**src/sv/ccfe_pkg.sv**
```systemverilog
// Clock/calendar field editor: shared types, command and field codes,
// limits and the month-length function. No dependencies.
package ccfe_pkg;

    localparam int CMD_W   = 3;
    localparam int FLD_W   = 3;
    localparam int VAL_W   = 12;
    localparam int MONTH_W = 4;
    localparam int DAY_W   = 5;
    localparam int YEAR_W  = 12;
    localparam int HOUR_W  = 5;
    localparam int MIN_W   = 6;
    localparam int SEC_W   = 6;
    localparam int IDLE_W  = 16;

    localparam logic [CMD_W-1:0] CMD_SELECT = 3'd0;
    localparam logic [CMD_W-1:0] CMD_UP     = 3'd1;
    localparam logic [CMD_W-1:0] CMD_DOWN   = 3'd2;
    localparam logic [CMD_W-1:0] CMD_TICK   = 3'd3;
    localparam logic [CMD_W-1:0] CMD_WRITE  = 3'd4;

    localparam logic [FLD_W-1:0] FLD_NONE   = 3'd0;
    localparam logic [FLD_W-1:0] FLD_MONTH  = 3'd1;
    localparam logic [FLD_W-1:0] FLD_DAY    = 3'd2;
    localparam logic [FLD_W-1:0] FLD_YEAR   = 3'd3;
    localparam logic [FLD_W-1:0] FLD_HOUR   = 3'd4;
    localparam logic [FLD_W-1:0] FLD_MINUTE = 3'd5;
    localparam logic [FLD_W-1:0] FLD_SECOND = 3'd6;

    localparam logic [YEAR_W-1:0] YEAR_MIN = 12'd2000;
    localparam logic [YEAR_W-1:0] YEAR_MAX = 12'd2099;
    localparam logic [IDLE_W-1:0] IDLE_MAX = 16'hFFFF;
    localparam logic [IDLE_W-1:0] TIMEOUT_RESET = 16'd3000;

    typedef struct packed {
        logic [CMD_W-1:0] cmd;
        logic [FLD_W-1:0] fld;
        logic [VAL_W-1:0] val;
    } item_t;

    typedef struct packed {
        logic [MONTH_W-1:0] month;
        logic [DAY_W-1:0]   day;
        logic [YEAR_W-1:0]  year;
        logic [HOUR_W-1:0]  hour;
        logic [MIN_W-1:0]   minute;
        logic [SEC_W-1:0]   second;
        logic [FLD_W-1:0]   selected;
        logic               buttons;
        logic [IDLE_W-1:0]  idle;
    } cal_state_t;

    // Month length; out-of-range month treated as January.
    function automatic logic [DAY_W-1:0] days_in_month(
        input logic [MONTH_W-1:0] month,
        input logic [YEAR_W-1:0]  year
    );
        logic [DAY_W-1:0] n;
        case (month)
            4'd2:    n = (year[1:0] == 2'b00) ? 5'd29 : 5'd28;
            4'd4:    n = 5'd30;
            4'd6:    n = 5'd30;
            4'd9:    n = 5'd30;
            4'd11:   n = 5'd30;
            default: n = 5'd31;
        endcase
        return n;
    endfunction

endpackage

```
**src/sv/ccfe_in_stage.sv**
```systemverilog
// Clock/calendar field editor: input register for one transaction.
// Depends on ccfe_pkg.
module ccfe_in_stage (
    input  logic                  clk,
    input  logic                  rst_n,
    input  logic                  in_valid,
    output logic                  in_stall,
    input  logic [ccfe_pkg::CMD_W-1:0] command,
    input  logic [ccfe_pkg::FLD_W-1:0] field_number,
    input  logic [ccfe_pkg::VAL_W-1:0] field_value,
    input  logic                  advance,
    output logic                  item_valid,
    output ccfe_pkg::item_t       item
);
    import ccfe_pkg::*;

    logic  valid_reg;
    logic  valid_next;
    item_t item_reg;
    logic  load;

    assign in_stall   = valid_reg && !advance;
    assign load       = in_valid && !in_stall;
    assign valid_next = load ? 1'b1 : (advance ? 1'b0 : valid_reg);

    always_ff @(posedge clk or negedge rst_n)
    begin
        if (!rst_n)
        begin
            valid_reg <= 1'b0;
        end
        else
        begin
            valid_reg <= valid_next;
        end
    end

    always_ff @(posedge clk)
    begin
        if (load)
        begin
            item_reg <= '{cmd: command, fld: field_number, val: field_value};
        end
    end

    assign item_valid = valid_reg;
    assign item       = item_reg;

endmodule

```
**src/sv/ccfe_field_update.sv**
```systemverilog
// Clock/calendar field editor: next-state logic for one transaction
// (select, up/down wrap/clamp, tick timeout, range-checked write).
// Depends on ccfe_pkg.
module ccfe_field_update (
    input  ccfe_pkg::cal_state_t            cur,
    input  ccfe_pkg::item_t                 item,
    input  logic [ccfe_pkg::IDLE_W-1:0]     timeout,
    output ccfe_pkg::cal_state_t            nxt
);
    import ccfe_pkg::*;

    logic [DAY_W-1:0]  mlen;
    logic [DAY_W:0]    day_inc;
    logic [IDLE_W-1:0] idle_inc;
    logic              up;

    assign mlen     = days_in_month(cur.month, cur.year);
    assign day_inc  = {1'b0, cur.day} + 6'd1;
    assign idle_inc = (cur.idle == IDLE_MAX) ? cur.idle : cur.idle + 16'd1;
    assign up       = (item.cmd == CMD_UP);

    always_comb
    begin
        nxt = cur;
        case (item.cmd)
            CMD_SELECT:
            begin
                if (item.fld inside {[FLD_MONTH:FLD_SECOND]})
                begin
                    nxt.selected = item.fld;
                    nxt.buttons  = 1'b1;
                    nxt.idle     = '0;
                end
            end
            CMD_UP, CMD_DOWN:
            begin
                nxt.idle = '0;
                case (cur.selected)
                    FLD_MONTH:
                    begin
                        if (up)
                            nxt.month = (cur.month >= 4'd12) ? 4'd1 : cur.month + 4'd1;
                        else
                            nxt.month = (cur.month <= 4'd1) ? 4'd12 : cur.month - 4'd1;
                    end
                    FLD_DAY:
                    begin
                        if (up)
                            nxt.day = (day_inc > {1'b0, mlen}) ? 5'd1 : day_inc[DAY_W-1:0];
                        else
                            nxt.day = (cur.day <= 5'd1) ? mlen : cur.day - 5'd1;
                    end
                    FLD_YEAR:
                    begin
                        if (up && cur.year < YEAR_MAX)
                            nxt.year = cur.year + 12'd1;
                        else if (!up && cur.year > YEAR_MIN)
                            nxt.year = cur.year - 12'd1;
                    end
                    FLD_HOUR:
                    begin
                        if (up)
                            nxt.hour = (cur.hour >= 5'd23) ? 5'd0 : cur.hour + 5'd1;
                        else
                            nxt.hour = (cur.hour == 5'd0 || cur.hour > 5'd23) ?
                                       5'd23 : cur.hour - 5'd1;
                    end
                    FLD_MINUTE:
                    begin
                        if (up)
                            nxt.minute = (cur.minute >= 6'd59) ? 6'd0 : cur.minute + 6'd1;
                        else
                            nxt.minute = (cur.minute == 6'd0 || cur.minute > 6'd59) ?
                                         6'd59 : cur.minute - 6'd1;
                    end
                    FLD_SECOND:
                    begin
                        if (up)
                            nxt.second = (cur.second >= 6'd59) ? 6'd0 : cur.second + 6'd1;
                        else
                            nxt.second = (cur.second == 6'd0 || cur.second > 6'd59) ?
                                         6'd59 : cur.second - 6'd1;
                    end
                    default:
                    begin
                    end
                endcase
            end
            CMD_TICK:
            begin
                if (cur.buttons)
                begin
                    if (idle_inc >= timeout)
                    begin
                        nxt.selected = FLD_NONE;
                        nxt.buttons  = 1'b0;
                        nxt.idle     = '0;
                    end
                    else
                    begin
                        nxt.idle = idle_inc;
                    end
                end
            end
            CMD_WRITE:
            begin
                case (item.fld)
                    FLD_MONTH:
                        if (item.val inside {[12'd1:12'd12]})
                            nxt.month = item.val[MONTH_W-1:0];
                    FLD_DAY:
                        if (item.val inside {[12'd1:12'd31]})
                            nxt.day = item.val[DAY_W-1:0];
                    FLD_YEAR:
                        if (item.val inside {[YEAR_MIN:YEAR_MAX]})
                            nxt.year = item.val;
                    FLD_HOUR:
                        if (item.val <= 12'd23)
                            nxt.hour = item.val[HOUR_W-1:0];
                    FLD_MINUTE:
                        if (item.val <= 12'd59)
                            nxt.minute = item.val[MIN_W-1:0];
                    FLD_SECOND:
                        if (item.val <= 12'd59)
                            nxt.second = item.val[SEC_W-1:0];
                    default:
                    begin
                    end
                endcase
            end
            default:
            begin
            end
        endcase
    end

endmodule

```
**src/sv/clock_calendar_field_editor_unit.sv**
```systemverilog
// Clock/calendar field editor top level: input stage, calendar state /
// result register and the timeout register. Depends on ccfe_pkg,
// ccfe_in_stage and ccfe_field_update.
//
//   channel  direction  handshake             payload
//   input    in         in_valid / in_stall   command, field_number, field_value
//   result   out        out_valid / out_stall month_now ... buttons_visible
//   config   in         cfg_we                cfg_wdata (idle timeout ticks)
//
// One transaction per cycle unless the result stalls.
// The calendar registers double as the result register: they update when
// a transaction leaves the input stage, so state and result stay in step.
// A stalled result holds the input stage, which then raises in_stall.
// Reset sets 01/01/2000 00:00:00, no selection, timeout 3000.
module clock_calendar_field_editor_unit (
    input  logic                            clk,
    input  logic                            rst_n,
    input  logic                            in_valid,
    output logic                            in_stall,
    input  logic [ccfe_pkg::CMD_W-1:0]      command,
    input  logic [ccfe_pkg::FLD_W-1:0]      field_number,
    input  logic [ccfe_pkg::VAL_W-1:0]      field_value,
    output logic                            out_valid,
    input  logic                            out_stall,
    output logic [ccfe_pkg::MONTH_W-1:0]    month_now,
    output logic [ccfe_pkg::DAY_W-1:0]      day_now,
    output logic [ccfe_pkg::YEAR_W-1:0]     year_now,
    output logic [ccfe_pkg::HOUR_W-1:0]     hour_now,
    output logic [ccfe_pkg::MIN_W-1:0]      minute_now,
    output logic [ccfe_pkg::SEC_W-1:0]      second_now,
    output logic [ccfe_pkg::FLD_W-1:0]      selected_now,
    output logic                            buttons_visible,
    input  logic                            cfg_we,
    input  logic [ccfe_pkg::IDLE_W-1:0]     cfg_wdata
);
    import ccfe_pkg::*;

    logic              item_valid;
    item_t             item;
    logic              advance;
    cal_state_t        state_reg;
    cal_state_t        state_next;
    cal_state_t        state_upd;
    logic              out_valid_reg;
    logic              out_valid_next;
    logic [IDLE_W-1:0] timeout_reg;
    logic [IDLE_W-1:0] timeout_next;

    assign advance = item_valid && (!out_valid_reg || !out_stall);

    ccfe_in_stage u_in_stage (
        .clk          (clk),
        .rst_n        (rst_n),
        .in_valid     (in_valid),
        .in_stall     (in_stall),
        .command      (command),
        .field_number (field_number),
        .field_value  (field_value),
        .advance      (advance),
        .item_valid   (item_valid),
        .item         (item)
    );

    ccfe_field_update u_field_update (
        .cur     (state_reg),
        .item    (item),
        .timeout (timeout_reg),
        .nxt     (state_upd)
    );

    assign state_next     = advance ? state_upd : state_reg;
    assign out_valid_next = advance ? 1'b1 : (out_stall ? out_valid_reg : 1'b0);
    assign timeout_next   = cfg_we ? cfg_wdata : timeout_reg;

    always_ff @(posedge clk or negedge rst_n)
    begin
        if (!rst_n)
        begin
            state_reg <= '{month: 4'd1, day: 5'd1, year: YEAR_MIN, hour: '0,
                           minute: '0, second: '0, selected: FLD_NONE,
                           buttons: 1'b0, idle: '0};
            out_valid_reg <= 1'b0;
            timeout_reg   <= TIMEOUT_RESET;
        end
        else
        begin
            state_reg     <= state_next;
            out_valid_reg <= out_valid_next;
            timeout_reg   <= timeout_next;
        end
    end

    assign out_valid       = out_valid_reg;
    assign month_now       = state_reg.month;
    assign day_now         = state_reg.day;
    assign year_now        = state_reg.year;
    assign hour_now        = state_reg.hour;
    assign minute_now      = state_reg.minute;
    assign second_now      = state_reg.second;
    assign selected_now    = state_reg.selected;
    assign buttons_visible = state_reg.buttons;

    a_year_range: assert property (@(posedge clk) disable iff (!rst_n)
        year_now >= YEAR_MIN && year_now <= YEAR_MAX)
        else $error("year out of range");

    a_sel_buttons: assert property (@(posedge clk) disable iff (!rst_n)
        buttons_visible == (selected_now != FLD_NONE))
        else $error("selection and buttons disagree");

    a_stall_cause: assert property (@(posedge clk) disable iff (!rst_n)
        in_stall |-> (out_valid && out_stall && item_valid))
        else $error("input stalled without a held result");

    a_state_hold: assert property (@(posedge clk) disable iff (!rst_n)
        (out_valid && out_stall) |=> $stable(state_reg))
        else $error("calendar state moved under a stalled result");

endmodule

```
**config.mk**
```make
export PLATFORM = sky130hd
export DESIGN_NAME = clock_calendar_field_editor_unit
export DESIGN_NICKNAME = d
export VERILOG_FILES = /design/src/sv/ccfe_pkg.sv /design/src/sv/ccfe_in_stage.sv /design/src/sv/ccfe_field_update.sv /design/src/sv/clock_calendar_field_editor_unit.sv
export SDC_FILE = /design/constraint.sdc
export NUM_CORES = 1
export LEC_CHECK = 0
export BUFFER_PORTS_ARGS = -buffer_cell sky130_fd_sc_hd__buf_2
export CAP_MARGIN = 40
export CORE_MARGIN = 8
export CORE_UTILIZATION = 64
export CTS_CLUSTER_DIAMETER = 80
export CTS_CLUSTER_SIZE = 25
export DETAILED_ROUTE_END_ITERATION = 10
export GPL_TIMING_DRIVEN = 0
export PLACE_DENSITY = 0.93
export SYNTH_ARGS = -nofsm -noshare
export SYNTH_HDL_FRONTEND = slang
export SYNTH_SLANG_ARGS = --single-unit
```
**constraint.sdc**
```tcl
create_clock -name clk -period 10.1 [get_ports clk]
set_input_delay 1.515 -clock clk [delete_from_list [all_inputs] [get_ports clk]]
set_output_delay 1.515 -clock clk [all_outputs]
set_load 0.02 [all_outputs]
```
==> results.sh <==
export IMPL_finalHoldViolations=0
export IMPL_dieHeight_um=121
export IMPL_fin_crit_sh_pct=43.0
export IMPL_cts_sinks=94
export IMPL_dr_pass1_iters=5
export IMPL_antenna_cells=0
export IMPL_final_antenna_net_count=0
export IMPL_slowest_delay_ns=0.65
export IMPL_ir_drop_v=0.000154
export IMPL_cap_violations=0
export IMPL_worst_path_buf_inv=2
export IMPL_syn_cell_area_mm2=0.00701
export IMPL_drt_iter0_drc=720
export IMPL_synth_area_per_cell_um2=8.65
export IMPL_worst_pin_slew_ns=0.908
export IMPL_p_leak_nw=3.60
export IMPL_hold_buffers=0
export IMPL_synth_seq_cells=94
export IMPL_cp_end_kind="flip-flop"
export IMPL_cts_resized_gates=0
export IMPL_crit_path_start_kind="flip-flop"
export IMPL_synth_compound_gate_area_share_pct=23.6
export IMPL_detailed_place_hpwl_mm=13.2
export IMPL_yosysWarningCount=0
export IMPL_syn_to_final_growth_pct=11.6
export IMPL_grt_max_degree=53
export IMPL_cp_required_ns=10.40
export IMPL_synth_most_common_cell="nand2_1"
export IMPL_postSynth_asyncResetShare_pct=80.9
export IMPL_wirelength_mm=18.2
export IMPL_final_nets=988
export IMPL_largest_reg_flops=18
export IMPL_cpLargestDelayFamily="simple AND/OR/NAND/NOR gates"
export IMPL_rsz0062_at_grt="no"
export IMPL_crit_chain="buf_2 > nor3b_2 > clkbuf_1 > nand2_1 > fa_1 > a211oi_1 > nor2_1 > o31a_1 > a41oi_1 > xor2_1 > o21ai_0 > mux2_2"
export IMPL_power_density_mw_per_mm2=253
export IMPL_power_mw=1.98
export IMPL_cts_root_buf="clkbuf_8"
export IMPL_grt_ovfl_total=0
export IMPL_cts_buffers=9
export IMPL_io_pins=83
export IMPL_gp_congestion=0.932
export IMPL_synth_fa_ha_area_share_pct=8.29
export IMPL_finalCriticalPeriod_ns=4.34
export IMPL_core_mm2=0.0107
export IMPL_cts_tree="built"
export IMPL_rows=38
export IMPL_synth_top_family_by_area="compound AO/OA/AOI/OAI gates"
export IMPL_clkTransAtPathRegs_ns=0.10
export IMPL_cts_max_path_buffers=2
export IMPL_antenna_found_initial=0
export IMPL_placed_cell_area_mm2=0.00762
export IMPL_routed_via_density=6.30
export IMPL_synthFlopType="dfrtp_1"
export IMPL_synth_area_leaders="dfrtp_1, ha_1, edfxtp_1, dfstp_2, a21oi_1"
export IMPL_yosysUniqueCellTypes=73
export IMPL_slew_headroom_pct=39.2
export IMPL_synth_top_area_share_pct=21.8
export IMPL_drc=0
export IMPL_drv_slew=0
export IMPL_dieWidth_um=121
export IMPL_avgRoutedWirePerCell_um=17.3
export IMPL_setup_violations=0
export IMPL_stdcell_area_mm2=0.00782
export IMPL_critical_path_class="flip-flop to flip-flop"
export IMPL_drive_gt1_share_pct=20.7
export IMPL_die_area_mm2=0.0146
export IMPL_synthMuxAreaShare_pct=2.02
export IMPL_port_buffers=82
export IMPL_grt_pass1_wl_mm=29.9
export IMPL_yosysSeqAreaShare_pct=35.1
export IMPL_cp_slowest_cell="nor3b_2"
export IMPL_synthCells=810
export IMPL_grt_usage_pct=24.8
export IMPL_postCtsSetupBuffers=0
export IMPL_whs_ns=0.518
export IMPL_setup_tns_ns=0
export IMPL_clk_latency_ns=0.37
export IMPL_cp_max_fo=11
export IMPL_hp_class="flip-flop to flip-flop"
export IMPL_crit_arrival_ns=4.65
export IMPL_syn_nets=894
export IMPL_outcome="finished clean"
export IMPL_synth_simple_area_share_pct=18.2
export IMPL_synth_top_area_cell="dfrtp_1"
export IMPL_fmax_mhz=230
export IMPL_grt_pass1_vias=6267
export IMPL_fillers=850
export IMPL_initial_utilization_pct=65.2
export IMPL_cts_htree_levels=3
export IMPL_vias=6606
export IMPL_synth_xor_area_share_pct=3.63
export IMPL_synth_commonest_cells="nand2_1, nor2_1, a21oi_1"
export IMPL_synth_edf_count=18
export IMPL_skew_ns=0.0187
[logic make-up after synthesis]
family          Yosys count
simple gates            256
compound gates          249
buf+inv                 123
flops                    94
fa+ha+maj                46
xor+xnor                 29
mux                      13
[layer usage]
metal	GRT usage, %	vias up	share of wire, %
met2	40.7	340	48
li1	-	3105	-
met5	0	-	0
met4	9.60	0	2.7
met3	6.01	56	8.7
met1	31.0	3105	41
[per-stage QoR]
stage / util, % / worst slack, ns / cells
after floorplan: - / 6.51 / 810
after global placement: 70.6 / 5.93 / 1032
after detailed placement: 70.9 / 5.90 / 1033
after CTS: 72.8 / 5.88 / 1049
after global routing: 72.8 / 5.54 / 1049
final: 72.8 / 5.76 / 1049
[final timing paths]
| path | startpoint | endpoint | slack (ns) | cells past startpoint |
|---|---|---|---|---|
| setup / recovery | u_in_stage.item[17]$_DFFE_PP_ | year_now[10]$_DFFE_PN1P_ | 5.76 | 12 |
| hold / removal | year_now[8]$_DFFE_PN1P_ | year_now[8]$_DFFE_PN1P_ | 0.52 | 2 |
| setup reg to reg | u_in_stage.item[17]$_DFFE_PP_ | year_now[10]$_DFFE_PN1P_ | 5.76 | 12 |
| hold reg to reg | year_now[8]$_DFFE_PN1P_ | year_now[8]$_DFFE_PN1P_ | 0.52 | 2 |
| max in group asynchronous | rst_n | year_now[8]$_DFFE_PN1P_ | 8.41 | 2 |
| min in group asynchronous | rst_n | timeout_reg[1]$_DFFE_PN0P_ | 1.05 | 1 |
[tightest hold or removal path, stage by stage, from the launching register on]
cell and delay [ns]:
dfstp_2 0.40, nand2_1 0.05, o21ai_0 0.07
[cell type report]
| type | instances | area, um2 | share of cell area, % |
|---|---|---|---|
| Tap cell | 140 | 175 | 2.24 |
| Inverter | 40 | 150 | 1.92 |
| Timing Repair Buffer | 83 | 440 | 5.63 |
| Sequential cell | 94 | 2460 | 31.5 |
| Multi-Input combinational cell | 593 | 3900 | 49.9 |
| Clock inverter | 5 | 57.6 | 0.736 |
| Buffer | 83 | 495 | 6.34 |
| Clock buffer | 11 | 141 | 1.81 |
[cells in the final DEF (no fill, tap or decap), drive strengths merged, types with 8 or more instances in the layout]
master / netlist / routed
nand4: 11 / 11
a21oi: 66 / 66
nand2: 75 / 75
a31oi: 9 / 9
o21ai: 58 / 58
dfrtp: 61 / 61
a211oi: 11 / 11
a21o: 20 / 20
o31ai: 20 / 20
a221o: 8 / 8
nor2: 66 / 66
nand3b: 8 / 8
xnor2: 18 / 18
edfxtp: 18 / 18
xor2: 11 / 11
dfstp: 15 / 15
nand3: 19 / 19
clkbuf: 30 / 41
mux2: 9 / 9
nor3: 20 / 20
inv: 40 / 41
and3: 12 / 12
buf: 53 / 136
ha: 44 / 44
[power by group]
group | switching (mW) | internal, mW | total [mW]
clock network | 0.137 | 0.122 | 0.259
registers | 0.127 | 0.489 | 0.616
logic | 0.609 | 0.496 | 1.10
total | 0.872 | 1.11 | 1.98
No activity file was read; power rests on OpenSTA's default activity.
